**config.mk**
```make
export PLATFORM = sky130hd
export DESIGN_NAME = timestamp_format_converter_core
export DESIGN_NICKNAME = d
export VERILOG_FILES = /design/src/hw/rtl/tsfc_pkg.sv /design/src/hw/rtl/timestamp_format_converter_core.sv
export SDC_FILE = /design/constraint.sdc
export NUM_CORES = 2
export LEC_CHECK = 0
export BUFFER_PORTS_ARGS = -buffer_cell sky130_fd_sc_hd__buf_2
export CAP_MARGIN = 20
export CORE_ASPECT_RATIO = 1.75
export CORE_MARGIN = 2
export CORE_UTILIZATION = 45
export DETAILED_ROUTE_END_ITERATION = 16
export GPL_ROUTABILITY_DRIVEN = 0
export PLACE_DENSITY = 0.7
export SLEW_MARGIN = 25
export SYNTH_ARGS = -nofsm -noshare
export SYNTH_HDL_FRONTEND = slang
export SYNTH_SLANG_ARGS = --single-unit
```
**constraint.sdc**
```tcl
create_clock -name clk -period 9.3 [get_ports clk]
set_input_delay 0.93 -clock clk [delete_from_list [all_inputs] [get_ports clk]]
set_output_delay 0.93 -clock clk [all_outputs]
set_load 0.005 [all_outputs]
```
**src/hw/rtl/tsfc_pkg.sv**
```systemverilog
package tsfc_pkg;

  typedef enum logic [1:0] {
    FMT_TIMESPEC = 2'd0,
    FMT_TOD      = 2'd1,
    FMT_NTP      = 2'd2,
    FMT_NTP_ZERO = 2'd3
  } fmt_t;

  typedef struct packed {
    logic [63:0] raw_bytes;
    fmt_t        format_code;
    logic        little_endian;
    logic        is_eight_bytes;
    logic        relative_stamp;
  } in_item_t;

  typedef struct packed {
    logic signed [32:0] seconds;
    logic [31:0]        nanoseconds;
    logic               converted;
  } out_item_t;

  // Per-item sideband carried alongside the divider
  typedef struct packed {
    logic        is_tod;
    logic        rejected;
    logic        use_us;
    logic [32:0] sec;
    logic [31:0] ns_word;
  } side_t;

  localparam logic [33:0] EPOCH_1900     = 34'd2208988800;
  localparam logic [19:0] MICRO_PER_SEC  = 20'd1000000;
  localparam logic [9:0]  NANO_PER_MICRO = 10'd1000;
  localparam int          TOD_SHIFT      = 12;

endpackage

```
**src/hw/rtl/timestamp_format_converter_core.sv**
```systemverilog
// Timestamp format converter.
//
// Input channel: in_data carries one raw wire stamp with its format, byte
// order, length and relative flag. A stamp transfers on a rising edge with
// start high and busy low. busy is held low: a new stamp may be offered
// in every cycle.
// Result channel: out_data is valid for exactly one cycle while out_valid
// is high. The receiver cannot stall, so nothing holds results back.
//
// Throughput is one stamp per cycle. The pipeline depth is set by the TOD
// path: the stamp passes the input stage, the divider and the output stage;
// the 52-bit clock value is divided by one million in a pipelined
// radix-4 divider of 17 stages, two quotient bits per stage, between an
// input stage (byte order, NTP fraction multiply) and an output stage
// (epoch subtract, scale by 1000).
//
// Reset clears all stage valid bits; stamps in flight are dropped and no
// result is strobed until new stamps arrive.
module timestamp_format_converter_core (
  input  logic               clk,
  input  logic               rst_n,
  input  logic               start,
  output logic               busy,
  input  tsfc_pkg::in_item_t in_data,
  output logic               out_valid,
  output tsfc_pkg::out_item_t out_data
);

  localparam int DIV_STEPS = 17;
  localparam logic [21:0] DIV1 = 22'd1000000;
  localparam logic [21:0] DIV2 = 22'd2000000;
  localparam logic [21:0] DIV3 = 22'd3000000;

  function automatic logic [31:0] swap32(input logic [31:0] v);
    swap32 = {v[7:0], v[15:8], v[23:16], v[31:24]};
  endfunction

  function automatic logic [63:0] swap64(input logic [63:0] v);
    swap64 = {swap32(v[31:0]), swap32(v[63:32])};
  endfunction

  // Stage arrays: index 0 is the input stage, 1..DIV_STEPS the divider
  logic                  vld_r   [0:DIV_STEPS];
  logic                  vld_nxt [0:DIV_STEPS];
  tsfc_pkg::side_t       side_r  [0:DIV_STEPS];
  tsfc_pkg::side_t       side_nxt[0:DIV_STEPS];
  logic [19:0]           rem_r   [0:DIV_STEPS];
  logic [19:0]           rem_nxt [0:DIV_STEPS];
  logic [33:0]           quo_r   [0:DIV_STEPS];
  logic [33:0]           quo_nxt [0:DIV_STEPS];
  logic [33:0]           low_r   [0:DIV_STEPS];
  logic [33:0]           low_nxt [0:DIV_STEPS];

  logic                  out_valid_r, out_valid_nxt;
  tsfc_pkg::out_item_t   out_data_r, out_data_nxt;

  assign busy = 1'b0;

  // Input stage
  logic [31:0] w0, w1, ntp_sec;
  logic [63:0] tod_word;
  logic [51:0] tod_t;
  logic [51:0] frac_prod;
  logic [19:0] frac_us;

  always_comb begin
    w0       = in_data.little_endian ? swap32(in_data.raw_bytes[63:32])
                                     : in_data.raw_bytes[63:32];
    w1       = in_data.little_endian ? swap32(in_data.raw_bytes[31:0])
                                     : in_data.raw_bytes[31:0];
    tod_word = in_data.little_endian ? swap64(in_data.raw_bytes) : in_data.raw_bytes;
    tod_t    = tod_word[63:tsfc_pkg::TOD_SHIFT];
    frac_prod = 52'(w1) * 52'(tsfc_pkg::MICRO_PER_SEC);
    frac_us  = frac_prod[51:32];
    ntp_sec  = (w0 != 32'd0) ? (w0 - tsfc_pkg::EPOCH_1900[31:0]) : 32'd0;

    side_nxt[0].is_tod   = 1'b0;
    side_nxt[0].rejected = in_data.relative_stamp &&
                           (in_data.format_code != tsfc_pkg::FMT_TIMESPEC);
    side_nxt[0].use_us   = 1'b0;
    side_nxt[0].sec      = {1'b0, w0};
    side_nxt[0].ns_word  = 32'd0;
    case (in_data.format_code)
      tsfc_pkg::FMT_TIMESPEC: begin
        side_nxt[0].ns_word = in_data.is_eight_bytes ? w1 : 32'd0;
      end
      tsfc_pkg::FMT_TOD: begin
        side_nxt[0].is_tod = 1'b1;
      end
      tsfc_pkg::FMT_NTP: begin
        side_nxt[0].sec     = {1'b0, ntp_sec};
        side_nxt[0].use_us  = 1'b1;
        side_nxt[0].ns_word = in_data.is_eight_bytes ? {12'd0, frac_us} : 32'd0;
      end
      default: begin
        side_nxt[0].use_us  = 1'b1;
        side_nxt[0].ns_word = in_data.is_eight_bytes ? {12'd0, frac_us} : 32'd0;
      end
    endcase

    vld_nxt[0] = start && !busy;
    // Top 18 bits are always below one million: seed the remainder with them
    rem_nxt[0] = {2'd0, tod_t[51:34]};
    quo_nxt[0] = 34'd0;
    low_nxt[0] = tod_t[33:0];
  end

  // Divider stages: shift in two dividend bits, retire two quotient bits
  for (genvar k = 1; k <= DIV_STEPS; k++) begin : g_div
    logic [21:0] x;
    always_comb begin
      x = {rem_r[k-1], low_r[k-1][33:32]};
      if (x >= DIV3) begin
        rem_nxt[k] = 20'(x - DIV3);
        quo_nxt[k] = {quo_r[k-1][31:0], 2'd3};
      end else if (x >= DIV2) begin
        rem_nxt[k] = 20'(x - DIV2);
        quo_nxt[k] = {quo_r[k-1][31:0], 2'd2};
      end else if (x >= DIV1) begin
        rem_nxt[k] = 20'(x - DIV1);
        quo_nxt[k] = {quo_r[k-1][31:0], 2'd1};
      end else begin
        rem_nxt[k] = x[19:0];
        quo_nxt[k] = {quo_r[k-1][31:0], 2'd0};
      end
      low_nxt[k]  = {low_r[k-1][31:0], 2'd0};
      side_nxt[k] = side_r[k-1];
      vld_nxt[k]  = vld_r[k-1];
    end
  end

  for (genvar s = 0; s <= DIV_STEPS; s++) begin : g_stage
    always_ff @(posedge clk) begin
      if (!rst_n) begin
        vld_r[s] <= 1'b0;
      end else begin
        vld_r[s] <= vld_nxt[s];
      end
    end

    always_ff @(posedge clk) begin
      side_r[s] <= side_nxt[s];
      rem_r[s]  <= rem_nxt[s];
      quo_r[s]  <= quo_nxt[s];
      low_r[s]  <= low_nxt[s];
    end
  end

  // Output stage
  tsfc_pkg::side_t fin_side;
  logic [19:0]     micro;
  logic [29:0]     ns_scaled;
  logic [33:0]     tod_sec;

  always_comb begin
    fin_side  = side_r[DIV_STEPS];
    micro     = fin_side.is_tod ? rem_r[DIV_STEPS] : fin_side.ns_word[19:0];
    ns_scaled = 30'(micro) * 30'(tsfc_pkg::NANO_PER_MICRO);
    tod_sec   = quo_r[DIV_STEPS] - tsfc_pkg::EPOCH_1900;

    out_valid_nxt = vld_r[DIV_STEPS];
    if (fin_side.rejected) begin
      out_data_nxt.seconds     = 33'sd0;
      out_data_nxt.nanoseconds = 32'd0;
      out_data_nxt.converted   = 1'b0;
    end else if (fin_side.is_tod) begin
      out_data_nxt.seconds     = tod_sec[32:0];
      out_data_nxt.nanoseconds = {2'd0, ns_scaled};
      out_data_nxt.converted   = 1'b1;
    end else begin
      out_data_nxt.seconds     = fin_side.sec;
      out_data_nxt.nanoseconds = fin_side.use_us ? {2'd0, ns_scaled} : fin_side.ns_word;
      out_data_nxt.converted   = 1'b1;
    end
  end

  always_ff @(posedge clk) begin
    if (!rst_n) begin
      out_valid_r <= 1'b0;
    end else begin
      out_valid_r <= out_valid_nxt;
    end
  end

  always_ff @(posedge clk) begin
    out_data_r <= out_data_nxt;
  end

  assign out_valid = out_valid_r;
  assign out_data  = out_data_r;

endmodule
```
Word-level counts from Yosys, hierarchy flattened
Memories as Yosys holds them, arrays and structs flattened. A register that Yosys moved wholly into a read port is not among the register bits.
Cells that the tools add are included.
Operators by class
  add/sub/neg operators: 53
  multipliers: 2
  div/mod/pow operators: 0
  order comparisons: 51
  equal/unequal tests: 2
  shift-type cells: 0
  muxes and demuxes: 135
  bitwise gates (word level): 18
  reduce and logical (&&, ||, !) cells: 7
Operators with widths (count)
  2-to-1 mux 20 bit: 53
  subtractor 20 bit, second input constant: 51
  >= comparator 22 x 20 -> 1 bit, second input constant: 17
  >= comparator 22 x 21 -> 1 bit, second input constant: 17
  >= comparator 22 bit, second input constant: 17
  2-to-1 mux 32 bit: 6
  2-to-1 mux 2 bit: 34
  2-to-1 mux 66 bit: 1
  2-to-1 mux 64 bit: 1
  case mux 32 bit (2 select lines): 1
  multiplier 32 x 14 -> 46 bit, second input constant: 1
  2-to-1 mux 1 bit: 39
  subtractor 33 x 32 -> 33 bit, second input constant: 1
  nonzero test 32 bit: 1
  subtractor 32 bit, second input constant: 1
  multiplier 20 x 7 -> 27 bit, second input constant: 1
  bitwise OR 1 bit: 18
  OR reduction 3 bit: 1
  == test 2 x 1 -> 1 bit, second input constant: 1
  == test 2 bit, second input constant: 1
  logical NOT 2 bit: 1
  nonzero test 2 bit: 1
  OR reduction 2 bit: 1
  logical AND 1 bit: 1
  logical NOT 1 bit: 1
Word-level totals
  register bits after elaboration: 66
  latch bits: 0
  bits in writable memories: 2826
  ROM bits: 0
  bits of input ports: 72
  output and inout bits: 68
  logic and storage cells: 277
  memories kept: 5
Memory list
  side_r: words 18, bits a word 68, rd ports 18, clocked after Yosys merged registers in 0, wr ports 18, RTL line timestamp_format_converter_core.sv:45  | tsfc_pkg::side_t side_r [0:DIV_STEPS];
  low_r: words 18, bits a word 34, rd ports 17, clocked after Yosys merged registers in 0, wr ports 18, RTL line timestamp_format_converter_core.sv:51  | logic [33:0] low_r [0:DIV_STEPS];
  quo_r: words 18, bits a word 34, rd ports 18, clocked after Yosys merged registers in 0, wr ports 18, RTL line timestamp_format_converter_core.sv:49  | logic [33:0] quo_r [0:DIV_STEPS];
  rem_r: words 18, bits a word 20, rd ports 18, clocked after Yosys merged registers in 0, wr ports 18, RTL line timestamp_format_converter_core.sv:47  | logic [19:0] rem_r [0:DIV_STEPS];
  vld_r: words 18, bits a word 1, rd ports 18, clocked after Yosys merged registers in 1, wr ports 18, RTL line timestamp_format_converter_core.sv:43  | logic vld_r [0:DIV_STEPS];

Depth between registers and ports, before layout
An unclocked memory read counts as a cell.
  depth in word-level cells: 5
  mapped depth: 30
  gate-level depth less buffers: 24

Worst setup path before layout
Ideal clock, no wire load.
  kind: input to register
  start: input port in_data[2] in the netlist's numbering
  end: memory side_r[0][11] in the netlist's numbering
  library setup time: 0.081 ns
  arrival: 8.087 ns
  data required time: 9.219 ns
  path slack: 1.132 ns
  stages on the path: 27
  path buffers: 6
  cells stage by stage: buf_2 -> buf_2 -> buf_2 -> buf_2 -> clkbuf_1 -> clkbuf_1 -> mux2i_1 -> inv_1 -> fa_1 -> fa_1 -> fa_1 -> fa_1 -> ha_1 -> inv_1 -> fa_1 -> inv_1 -> ha_1 -> a21o_1 -> a21o_1 -> a221oi_1 -> o22ai_1 -> o21ai_1 -> o211ai_2 -> and2_1 -> o21a_1 -> or4b_1 -> o211ai_1
RTL lines
  from (decl): RTL line timestamp_format_converter_core.sv:24  | input tsfc_pkg::in_item_t in_data,
  to (decl): RTL line timestamp_format_converter_core.sv:45

==> out/qor.yml <==
grt_pass1_wl_mm: 219
cts_resized: 0
cts_root_buf: "clkbuf_16"
cts_buffers: 180
drive_above_1_share_pct: 8.73
critical-path-top-delay-family: "adder cells"
grt_pass1_vias: 42000
cts_tree: "built"
core-area_um2: 156000
netlist_area_um2: 70500
arrival_ns: 8.18
firstDrtPassIters: 7
ys_seq_area_share_pct: 63.7
synth_area_leaders: "dfxtp_1, ha_1, fa_1"
cp_num_buf_inv: 4
netlist.area_leader.share_pct: 63.7
io_buffer_count: 138
setup_ws_ns: 1.81
placed_area_um2: 73300
setup_violations: 0
postCtsSetupBuffers: 0
synth.distinct_cells: 93
cp_cell_sequence: "buf_4, mux2i_1, inv_1, fa_1, fa_1, fa_1, fa_1, ha_1, inv_1, fa_1, inv_1, ha_1, a21o_1, a21o_1, a221oi_1, o22ai_1, o21ai_1, o211ai_2, and2_1, o21a_1, or4b_1, o211ai_1"
syn_nets: 6460
cts.sinks: 2244
cp_common_cell: "fa_1"
most-common-layout-cells: "dfxtp_1, nand2_1, inv_1, ha_1, nor2_1"
timing.fmax_mhz: 133
cp_data_required_time_ns: 9.99
die_y_um: 528
status: "finished, final reports clean"
finalMaxSlewViolations: 0
endpoint_kind: "flop"
rsz0062_at_grt: "no"
path_clk_slew_ns: 0.07
post-synth-top-area-cell: "dfxtp_1"
slew_headroom_pct: 24.3
die_x_um: 303
htreeDepth: 4
finalHoldViolCount: 0
ys_seq_elements: 2244
drv_cap: 0
stdcell_area_um2: 79700
finalWirelength_mm: 139
drt-wirelength-per-cell_um: 16.9
grt.overflow.total: 0
path_class: "in -> reg"
start_util_pct: 45.2
hold_path_class: "reg -> reg"
cp_slowest_cell: "mux2i_1"
synth_cells: 5856
track_usage_pct: 17.3
antenna_found_initial: 4
fin_crit_ns: 7.49
hpwl_mm: 103
synth-edff-count: 0
period_share_pct: 80.6
ys.warnings.count: 0
dieArea_um2: 160000
via_per_inst: 5.00
pre_cts_slack_ns: 1.11
clk_latency_ns: 0.78
area_growth_pct: 12.9
async_flop_share_pct: 0
critPathMaxFanout: 67
mostFrequentLayoutCell: "dfxtp_1"
tightest_slew_ns: 1.13
drtIter0Drc: 2635
postCtsHoldBufs: 0
max_stage_delay_ns: 0.69
num_rows: 192
ant_nets: 0
grt_max_degree: 87
fin_skew_ns: 0.0383
cts_max_path_buffers: 3
worstSetupStartpointType: "input pin"
fin_setup_tns_ns: 0
ios: 140
avgSynthCellArea_um2: 12.0
drc: 0
yosys_most_used_dff: "dfxtp_1"
nets: 6628
vias: 41000
-- worst reg2reg max path, stage by stage (launching register included) --
cell and delay [ns]:
dfxtp_2 0.73, mux2_2 0.54, fa_1 0.60, inv_1 0.06, fa_1 0.52, fa_1 0.56
inv_1 0.06, fa_1 0.47, ha_1 0.34, a21oi_1 0.20, o21ai_0 0.26, a211oi_1 0.48
o21ai_0 0.23, o41ai_1 0.50, o21ai_0 0.20, xnor2_1 0.16, o21ai_0 0.26
-- layout make-up --
type,instances,area [um^2]
fill,13300,76500
sequential,2244,44900
multi-input combinational,3071,23600
clock buffer,241,5150
tap,2037,2550
inverter,368,1380
clock inverter,91,1220
timing repair buffer,159,851
antenna,1,2.50
-- path summary, 6_finish.rpt --
check / start / end / slack, ns / cells after the start
setup / recovery: in_data[2] / side_r[0][11] / 1.81 / 22
hold reg to reg: side_r[15][13] / side_r[16][13] / 0.31 / 0
setup reg to reg: side_r[17][67] / out_data[28] / 3.04 / 16
hold / removal: side_r[15][13] / side_r[16][13] / 0.31 / 0
-- per-layer routing --
layer	vias to the layer above	part of all wire, %	track usage, %
met2	1390	51	31.6
met3	542	4.8	3.08
li1	20000	-	-
met5	-	0.0094	0
met4	2	7.4	12.3
met1	19100	36	17.5
-- state kept, by name (all words and copies together), names as in the netlist --
name and flops:
low_r 306, quo_r 289, side_r 1206, out_valid 1
rem_r 358, vld_r 18, out_data 66
-- metrics by stage --
stage	util [%]	cells	hold slack, ns
after global placement	46.9	7879	0.310
after detailed placement	46.9	7879	0.312
after floorplan	-	5856	0.310
after CTS	51.0	8211	0.285
after global routing	51.0	8212	0.311
final	51.0	8212	0.307
-- synth_stat cells, types with 25 or more instances --
cell type	instances
mux2i_1	50
nor2_1	253
nand4_1	30
inv_1	358
nand2b_1	80
and2_1	45
o21ai_0	220
o21a_1	35
xnor2_1	158
a31oi_1	39
or3_1	29
o21ai_1	45
nand3_1	62
nand2_1	429
ha_1	328
fa_1	204
o211ai_1	30
nor3_1	91
a21oi_1	248
xor2_1	113
o22ai_1	37
a21o_1	52
o31ai_1	27
clkbuf_1	152
nor4_1	34
dfxtp_1	2244
mux2_2	25
nor2b_1	31
o21bai_1	25
a211oi_1	35
-- kinds of logic (layout without fill, tap and decap cells) --
group           count (synthesis)  count (layout)  share of synthesized area, %
simple gates                 1170            1170                          7.86
xor+xnor                      271             271                          3.36
buf+inv                       541             859                          2.92
flops                        2244            2244                          63.7
mux                            75              75                          1.11
compound gates               1022            1022                          9.46
other cells                     1               2                       0.00532
fa+ha+maj                     532             532                          11.6
Power is not shown: default switching activity piles up to over one toggle a cycle in this logic, so the estimate is an artifact.
